===== config.mk =====
export PLATFORM = sky130hd
export DESIGN_NAME = lru_key_value_cache
export DESIGN_NICKNAME = d
export VERILOG_FILES = /design/src/hw/rtl/lkv_pkg.sv /design/src/hw/rtl/lkv_ctrl.sv /design/src/hw/rtl/lkv_dpath.sv /design/src/hw/rtl/lru_key_value_cache.sv
export SDC_FILE = /design/constraint.sdc
export NUM_CORES = 1
export LEC_CHECK = 0
export BUFFER_PORTS_ARGS = -buffer_cell sky130_fd_sc_hd__buf_2
export CORE_UTILIZATION = 60
export DETAILED_ROUTE_END_ITERATION = 16
export HOLD_SLACK_MARGIN = 0.1
export MAX_ROUTING_LAYER = met4
export PLACE_DENSITY = 0.77
export SETUP_SLACK_MARGIN = 0.2
export SKIP_LAST_GASP = 1
export SYNTH_ARGS = -nofsm -noshare
export SYNTH_HDL_FRONTEND = slang
export SYNTH_HIERARCHICAL = 1
export SYNTH_SLANG_ARGS = --single-unit

===== constraint.sdc =====
create_clock -name clk -period 4.6 [get_ports clk]
set_input_delay 0.69 -clock clk [delete_from_list [all_inputs] [get_ports clk]]
set_output_delay 0.69 -clock clk [all_outputs]
set_load 0.05 [all_outputs]

===== src/hw/rtl/lkv_pkg.sv =====
// ----------------------------------------------------------------------------
// lkv_pkg
// Shared types and constants of the LRU key-value cache: field widths,
// request codes, controller states and the command and status bundles.
// ----------------------------------------------------------------------------
package lkv_pkg;

  localparam int CAPACITY_DEF    = 16;
  localparam int KEY_WIDTH_DEF   = 16;
  localparam int VALUE_WIDTH_DEF = 16;

  localparam int FIELD_W    = 16;
  localparam int CFG_W      = 5;
  localparam logic [CFG_W-1:0] CFG_RESET = 5'd16;
  localparam int IN_DATA_W  = 2 * FIELD_W;
  localparam int OUT_DATA_W = 2 * FIELD_W;
  localparam int OUT_USER_W = 2;

  localparam int USER_FOUND   = 0;
  localparam int USER_EVICTED = 1;

  typedef enum logic {
    REQ_GET = 1'b0,
    REQ_PUT = 1'b1
  } req_t;

  typedef enum logic [2:0] {
    ST_IDLE,
    ST_SCAN,
    ST_SCAN_END,
    ST_UPDATE,
    ST_AGE,
    ST_AGE_END,
    ST_DONE
  } state_t;

  typedef struct packed {
    logic load_req;
    logic scan_step;
    logic update;
    logic age_step;
    logic out_load;
  } cmd_t;

  typedef struct packed {
    logic idx_last;
    logic need_age;
    logic out_free;
  } status_t;

endpackage


===== src/hw/rtl/lkv_ctrl.sv =====
// ----------------------------------------------------------------------------
// lkv_ctrl
// Sequencer of the cache: takes a request, runs the tag scan, the update step
// and the age sweep (not on a get miss), then fills the output register.
// ----------------------------------------------------------------------------
module lkv_ctrl
  import lkv_pkg::*;
(
  input  logic    clk,
  input  logic    rst_n,
  input  logic    in_tvalid,
  output logic    in_tready,
  input  status_t status,
  output cmd_t    cmd
);

  state_t state_r, state_nxt;

  always_ff @(posedge clk) begin
    if (!rst_n) begin
      state_r <= ST_IDLE;
    end else begin
      state_r <= state_nxt;
    end
  end

  always_comb begin
    state_nxt = state_r;
    case (state_r)
      ST_IDLE: begin
        if (in_tvalid) state_nxt = ST_SCAN;
      end
      ST_SCAN: begin
        if (status.idx_last) state_nxt = ST_SCAN_END;
      end
      ST_SCAN_END: begin
        state_nxt = ST_UPDATE;
      end
      ST_UPDATE: begin
        state_nxt = status.need_age ? ST_AGE : ST_DONE;
      end
      ST_AGE: begin
        if (status.idx_last) state_nxt = ST_AGE_END;
      end
      ST_AGE_END: begin
        state_nxt = ST_DONE;
      end
      ST_DONE: begin
        if (status.out_free) state_nxt = ST_IDLE;
      end
      default: begin
        state_nxt = ST_IDLE;
      end
    endcase
  end

  always_comb begin
    cmd       = '0;
    in_tready = 1'b0;
    case (state_r)
      ST_IDLE: begin
        in_tready    = 1'b1;
        cmd.load_req = in_tvalid;
      end
      ST_SCAN: begin
        cmd.scan_step = 1'b1;
      end
      ST_UPDATE: begin
        cmd.update = 1'b1;
      end
      ST_AGE: begin
        cmd.age_step = 1'b1;
      end
      ST_DONE: begin
        cmd.out_load = status.out_free;
      end
      default: begin
        cmd = '0;
      end
    endcase
  end

endmodule


===== src/hw/rtl/lkv_dpath.sv =====
// ----------------------------------------------------------------------------
// lkv_dpath
// Datapath of the cache: key, value and age memories, valid bits, occupancy,
// scan trackers for hit, victim and free slot, and the output register.
// ----------------------------------------------------------------------------
module lkv_dpath
  import lkv_pkg::*;
#(
  parameter int CAPACITY    = CAPACITY_DEF,
  parameter int KEY_WIDTH   = KEY_WIDTH_DEF,
  parameter int VALUE_WIDTH = VALUE_WIDTH_DEF
) (
  input  logic                  clk,
  input  logic                  rst_n,
  input  cmd_t                  cmd,
  output status_t               status,
  input  logic                  in_tuser,
  input  logic [IN_DATA_W-1:0]  in_tdata,
  input  logic                  cfg_valid,
  input  logic [CFG_W-1:0]      cfg_data,
  output logic                  out_tvalid,
  input  logic                  out_tready,
  output logic [OUT_USER_W-1:0] out_tuser,
  output logic [OUT_DATA_W-1:0] out_tdata
);

  localparam int IW = $clog2(CAPACITY);
  localparam int CW = $clog2(CAPACITY + 1);
  localparam int EW = (CW > CFG_W) ? CW : CFG_W;

  logic [KEY_WIDTH-1:0]   key_mem [CAPACITY];
  logic [VALUE_WIDTH-1:0] val_mem [CAPACITY];
  logic [IW-1:0]          age_mem [CAPACITY];
  logic [KEY_WIDTH-1:0]   key_q;
  logic [VALUE_WIDTH-1:0] val_q;
  logic [IW-1:0]          age_q;

  logic [CFG_W-1:0]       cap_r;
  logic                   req_put_r;
  logic [KEY_WIDTH-1:0]   req_key_r;
  logic [VALUE_WIDTH-1:0] req_val_r;

  logic [IW-1:0]          idx_r;
  logic [IW-1:0]          pend_idx_r;
  logic                   scan_pend_r;
  logic                   age_pend_r;

  logic [CAPACITY-1:0]    valid_r;
  logic [CW-1:0]          used_r;

  logic                   hit_r;
  logic [IW-1:0]          hit_idx_r;
  logic [IW-1:0]          hit_age_r;
  logic                   any_r;
  logic [IW-1:0]          best_idx_r;
  logic [IW-1:0]          best_age_r;
  logic [KEY_WIDTH-1:0]   best_key_r;
  logic                   free_ok_r;
  logic [IW-1:0]          free_idx_r;

  logic [IW-1:0]          tgt_idx_r;
  logic                   mode_hit_r;
  logic                   res_found_r;
  logic                   res_get_hit_r;
  logic                   res_evicted_r;
  logic [FIELD_W-1:0]     res_evk_r;

  logic                   out_valid_r;
  logic [OUT_USER_W-1:0]  out_user_r;
  logic [OUT_DATA_W-1:0]  out_data_r;

  logic [EW-1:0]          eff_cap;
  logic                   is_full;
  logic                   ins;
  logic                   evict;
  logic [IW-1:0]          slot;
  logic                   scan_valid;
  logic                   scan_match;
  logic [IW-1:0]          age_new;
  logic                   idx_last;
  logic [FIELD_W-1:0]     read_value;

  always_comb begin
    if (cap_r == '0) begin
      eff_cap = EW'(1);
    end else if (EW'(cap_r) > EW'(CAPACITY)) begin
      eff_cap = EW'(CAPACITY);
    end else begin
      eff_cap = EW'(cap_r);
    end
  end

  assign idx_last   = (idx_r == IW'(CAPACITY - 1));
  assign is_full    = (EW'(used_r) >= eff_cap);
  assign ins        = !hit_r && (req_put_r == REQ_PUT);
  assign evict      = ins && is_full && any_r;
  assign slot       = evict ? best_idx_r : free_idx_r;
  assign scan_valid = valid_r[pend_idx_r];
  assign scan_match = scan_valid && (key_q == req_key_r);
  assign read_value = res_get_hit_r ? FIELD_W'(val_q) : '0;

  always_comb begin
    if (pend_idx_r == tgt_idx_r) begin
      age_new = '0;
    end else if (mode_hit_r && !(age_q < hit_age_r)) begin
      age_new = age_q;
    end else begin
      age_new = age_q + IW'(1);
    end
  end

  assign status.idx_last = idx_last;
  assign status.need_age = hit_r || (req_put_r == REQ_PUT);
  assign status.out_free = !out_valid_r || out_tready;

  always_ff @(posedge clk) begin
    if (cmd.scan_step || cmd.age_step) begin
      age_q <= age_mem[idx_r];
    end
    if (age_pend_r) begin
      age_mem[pend_idx_r] <= age_new;
    end
  end

  always_ff @(posedge clk) begin
    if (cmd.scan_step) begin
      key_q <= key_mem[idx_r];
    end
    if (cmd.update && ins) begin
      key_mem[slot] <= req_key_r;
    end
  end

  always_ff @(posedge clk) begin
    if (cmd.update && hit_r && (req_put_r == REQ_GET)) begin
      val_q <= val_mem[hit_idx_r];
    end
    if (cmd.update && (req_put_r == REQ_PUT)) begin
      val_mem[hit_r ? hit_idx_r : slot] <= req_val_r;
    end
  end

  always_ff @(posedge clk) begin
    if (!rst_n) begin
      cap_r       <= CFG_RESET;
      idx_r       <= '0;
      scan_pend_r <= 1'b0;
      age_pend_r  <= 1'b0;
      valid_r     <= '0;
      used_r      <= '0;
      hit_r       <= 1'b0;
      any_r       <= 1'b0;
      free_ok_r   <= 1'b0;
      out_valid_r <= 1'b0;
    end else begin
      if (cfg_valid) begin
        cap_r <= cfg_data;
      end
      scan_pend_r <= cmd.scan_step;
      age_pend_r  <= cmd.age_step;
      if (cmd.load_req) begin
        idx_r     <= '0;
        hit_r     <= 1'b0;
        any_r     <= 1'b0;
        free_ok_r <= 1'b0;
      end else if (cmd.scan_step || cmd.age_step) begin
        idx_r <= idx_last ? '0 : idx_r + IW'(1);
      end
      if (scan_pend_r) begin
        if (scan_match && !hit_r) begin
          hit_r <= 1'b1;
        end
        if (scan_valid && (!any_r || (age_q > best_age_r))) begin
          any_r <= 1'b1;
        end
        if (!scan_valid && !free_ok_r) begin
          free_ok_r <= 1'b1;
        end
      end
      if (cmd.update && ins) begin
        valid_r[slot] <= 1'b1;
        if (!evict) begin
          used_r <= used_r + CW'(1);
        end
      end
      if (cmd.out_load) begin
        out_valid_r <= 1'b1;
      end else if (out_tready) begin
        out_valid_r <= 1'b0;
      end
    end
  end

  always_ff @(posedge clk) begin
    if (cmd.load_req) begin
      req_put_r <= in_tuser;
      req_key_r <= KEY_WIDTH'(in_tdata[FIELD_W-1:0]);
      req_val_r <= VALUE_WIDTH'(in_tdata[IN_DATA_W-1:FIELD_W]);
    end
    if (cmd.scan_step || cmd.age_step) begin
      pend_idx_r <= idx_r;
    end
    if (scan_pend_r) begin
      if (scan_match && !hit_r) begin
        hit_idx_r <= pend_idx_r;
        hit_age_r <= age_q;
      end
      if (scan_valid && (!any_r || (age_q > best_age_r))) begin
        best_idx_r <= pend_idx_r;
        best_age_r <= age_q;
        best_key_r <= key_q;
      end
      if (!scan_valid && !free_ok_r) begin
        free_idx_r <= pend_idx_r;
      end
    end
    if (cmd.update) begin
      tgt_idx_r     <= hit_r ? hit_idx_r : slot;
      mode_hit_r    <= hit_r;
      res_found_r   <= hit_r;
      res_get_hit_r <= hit_r && (req_put_r == REQ_GET);
      res_evicted_r <= evict;
      res_evk_r     <= evict ? FIELD_W'(best_key_r) : '0;
    end
    if (cmd.out_load) begin
      out_user_r <= {res_evicted_r, res_found_r};
      out_data_r <= {res_evk_r, read_value};
    end
  end

  assign out_tvalid = out_valid_r;
  assign out_tuser  = out_user_r;
  assign out_tdata  = out_data_r;

endmodule


===== src/hw/rtl/lru_key_value_cache.sv =====
// ----------------------------------------------------------------------------
// lru_key_value_cache
// Fully associative key-value cache with least-recently-used replacement.
// ----------------------------------------------------------------------------
// One request is in work at a time. A request scans the entries one per
// cycle through the key and age memories, makes its decision in the update
// step, then sweeps the age memory once more, one entry per cycle, to reorder
// the recency. A get miss skips the age sweep. A finished result waits in the
// output register while the next request is accepted. The capacity register
// may be written at any time the cache is idle; a value of zero acts as one
// and values above CAPACITY act as CAPACITY.
module lru_key_value_cache
  import lkv_pkg::*;
#(
  parameter int CAPACITY    = CAPACITY_DEF,
  parameter int KEY_WIDTH   = KEY_WIDTH_DEF,
  parameter int VALUE_WIDTH = VALUE_WIDTH_DEF
) (
  input  logic                  clk,
  input  logic                  rst_n,
  input  logic                  in_tvalid,
  output logic                  in_tready,
  // Fields from bit 0: lookup_key[15:0], write_value[31:16].
  input  logic [IN_DATA_W-1:0]  in_tdata,
  // Fields from bit 0: req_type.
  input  logic                  in_tuser,
  output logic                  out_tvalid,
  input  logic                  out_tready,
  // Fields from bit 0: read_value[15:0], evicted_key[31:16].
  output logic [OUT_DATA_W-1:0] out_tdata,
  // Fields from bit 0: found, evicted.
  output logic [OUT_USER_W-1:0] out_tuser,
  input  logic                  cfg_valid,
  output logic                  cfg_ready,
  input  logic [CFG_W-1:0]      cfg_data
);

  cmd_t    cmd;
  status_t status;

  assign cfg_ready = 1'b1;

  lkv_ctrl u_ctrl (
    .clk       (clk),
    .rst_n     (rst_n),
    .in_tvalid (in_tvalid),
    .in_tready (in_tready),
    .status    (status),
    .cmd       (cmd)
  );

  lkv_dpath #(
    .CAPACITY    (CAPACITY),
    .KEY_WIDTH   (KEY_WIDTH),
    .VALUE_WIDTH (VALUE_WIDTH)
  ) u_dpath (
    .clk        (clk),
    .rst_n      (rst_n),
    .cmd        (cmd),
    .status     (status),
    .in_tuser   (in_tuser),
    .in_tdata   (in_tdata),
    .cfg_valid  (cfg_valid),
    .cfg_data   (cfg_data),
    .out_tvalid (out_tvalid),
    .out_tready (out_tready),
    .out_tuser  (out_tuser),
    .out_tdata  (out_tdata)
  );

endmodule


==> metrics.yaml <==
swShare: 0.196
layout_commonest_cell: "edfxtp_1"
clock_latency_ps: 630
clockPowerShare: 0.432
ys.flop_type: "edfxtp_1"
power_switching_mw: 2.84
p_seq_frac: 0.550
fin_crit_ps: 3620
whs_path_depth: 1
ctsResizeCount: 0
drt_iter0_markers: 1701
cp-endpoint: "u_dpath/key_mem[5][11]"
hold_buffers: 0
clk_pin_slew_ps: 60
cp-start-kind: "flop"
leakagePower_nw: 10.9
synth_area_um2: 30200
gr-total-overflow: 0
dieWidth_um: 226
final_cell_mix: "742 x edfxtp_1, 162 x mux4_2, 79 x clkbuf_16, 78 x buf_2, 57 x nand2_1"
cts_buffer_depth: 3
finalCritPeriodShare: 0.787
p_per_area_nw_per_um2: 423
worstPathMaxFanout: 29
wl_per_cell_um: 27.4
dieArea_um2: 51200
async_reset_ff_frac: 0
synth_top_area_share: 0.739
syn_area_per_cell_um2: 20.2
startpoint: "u_ctrl/state_r[1]"
fmax_ghz: 0.276
worstPathArrival_ps: 3940
postPlaceCellArea_um2: 31600
vias: 14800
timing.rr.start: "u_ctrl/state_r[1]"
synth_area_leaders: "edfxtp_1 74%, mux4_2 12%, dfxtp_1 2.6%"
fin_tns_setup_ps: 0
clock_sinks: 781
grt_max_degree: 72
antenna_found_initial: 1
fin_worst_skew_ps: 20.6
hold_path_class: "input pin to flop"
drive_gt1_frac: 0.273
critPathKind: "flop to flop"
drtPass1Iterations: 8
rsz0062_at_grt: "false"
die_h_um: 226
crit_path_end_kind: "flop"
slew_violations: 0
groute.usage.overall: 0.271
drc: 0
rows: 81
final_nets: 1684
post_cts_buffers: 0
required_ps: 4920
place_ws_ps: 1120
r2r_slack_ps: 980
port_buffers: 78
rr_worst_depth: 9
worst_slack_ps: 982
syn_inst: 1490
cts_tree: "yes"
syn_to_final_growth_pct: 13.3
p_int_mw: 11.6
initial_utilization: 0.612
synth_nets: 1548
synth_edf_count: 742
hpwl_mm: 38.9
n_fill_cell: 3003
ys_warn_count: 6
numCtsBuffers: 76
tightest_slew_ps: 1180
h-tree-depth: 3
drt_wl_total_mm: 64.4
avgViaCountPerCell: 6.29
finalInstanceArea_um2: 34200
core-area_um2: 49300
synth_top_area_cell: "edfxtp_1"
synth_cell_type_count: 59
synth.yosys.seq_area_share: 0.765
grt_pass1_vias: 15000
gp_congestion: 0.861
ys_ff_latch: 781
grt_pass1_wl_mm: 95.4
route.antenna.remaining_nets: 0
pin_count: 80
slew_headroom: 0.194
pwr-share-comb: 0.018
maxCapViolCount: 0
status: "completed"
hold_viol: 0
multi_input_area_um2: 6830
regArea_um2: 23100
setup_violations: 0
reg2reg_to: "u_dpath/key_mem[5][11]"
cts-root-buf: "clkbuf_16"
ir_drop_mv: 0.369
[critical path, cell delays in order (launching register included)]
cell and delay (ps):
dfxtp_1 610, nand2_1 170, nor2_2 130, buf_4 360, nand3b_1 380, nor3b_1 410
buf_4 190, nand2_1 50, mux2i_2 680, buf_4 320
[cell usage after synthesis (6+ instances only)]
cell type / number
o21ai_0: 14
nor2b_1: 27
mux4_2: 162
ha_1: 15
o21a_1: 20
and2_1: 40
dfxtp_1: 39
clkbuf_1: 43
inv_1: 19
mux2i_1: 47
nor2_1: 32
edfxtp_1: 742
nand2_1: 57
a21oi_1: 39
xnor2_1: 6
xor2_1: 17
a211oi_1: 30
nand3_1: 9
buf_2: 21
nor3_1: 30
nand2b_1: 6
[metrics by stage]
step	power, mW	hold slack, ps	std cells	utilization
after global routing	14.9	217	2353	0.694
after floorplan	8.22	400	1490	-
after detailed placement	8.37	410	2212	0.643
final	14.5	245	2353	0.694
after CTS	14.6	210	2352	0.694
after global placement	8.35	411	2212	0.643
[power groups by stage]
stage / logic (mW) / clock network (mW) / registers [mW]
after global placement: 0.256 / 0 / 8.10
final: 0.266 / 6.25 / 7.96
after floorplan: 0.183 / 0 / 8.03
after detailed placement: 0.263 / 0 / 8.10
after CTS: 0.267 / 6.35 / 7.95
after global routing: 0.287 / 6.62 / 7.96
[cell type report]
cell class | count | area share
multi-input cells | 613 | 0.200
clock buffers | 96 | 0.0603
flip-flops and latches | 781 | 0.675
well taps | 664 | 0.0243
diodes | 1 | 0.0000732
clock inverters | 44 | 0.0135
repair buffers | 134 | 0.0245
inverters | 20 | 0.00220
[metal layers]
layer | vias to the layer above | GRT usage | part of all wire
li1 | 6319 | - | -
met1 | 7631 | 0.388 | 0.41
met2 | 753 | 0.397 | 0.47
met3 | 94 | 0.0565 | 0.094
met4 | 0 | 0.0878 | 0.025
met5 | - | - | 0
[cell families after synthesis]
family	synth area share
xor+xnor	0.00668
compound gates	0.0276
simple gates	0.0412
other cells	0.000124
flops	0.765
fa+ha+maj	0.00622
mux	0.139
buf+inv	0.0141
[flip-flops by register name (all words and copies together), names as in the netlist, 5 cells and up]
register            cells
u_dpath/val_q          16
u_dpath/val_mem       256
u_dpath/res_evk_r      16
u_dpath/valid_r        16
u_dpath/cap_r           5
u_dpath/used_r          5
u_dpath/key_q          16
u_dpath/req_key_r      16
u_dpath/key_mem       256
u_dpath/out_tdata      32
u_dpath/age_mem        64
u_dpath/best_key_r     16
u_dpath/req_val_r      16
[worst min-delay path by stage]
| stage | start | endpoint | slack, ps |
|---|---|---|---|
| after floorplan | u_dpath/res_evk_r[0] | u_dpath/out_tdata[16] | 400 |
| after global placement | u_dpath/res_evk_r[0] | u_dpath/out_tdata[16] | 410 |
| after detailed placement | u_dpath/res_evk_r[0] | u_dpath/out_tdata[16] | 410 |
| after CTS | in_tdata[8] | u_dpath/req_key_r[8] | 210 |
| after global routing | in_tdata[8] | u_dpath/req_key_r[8] | 220 |
| final | in_tdata[8] | u_dpath/req_key_r[8] | 250 |
(Power assumes the default switching activity.)
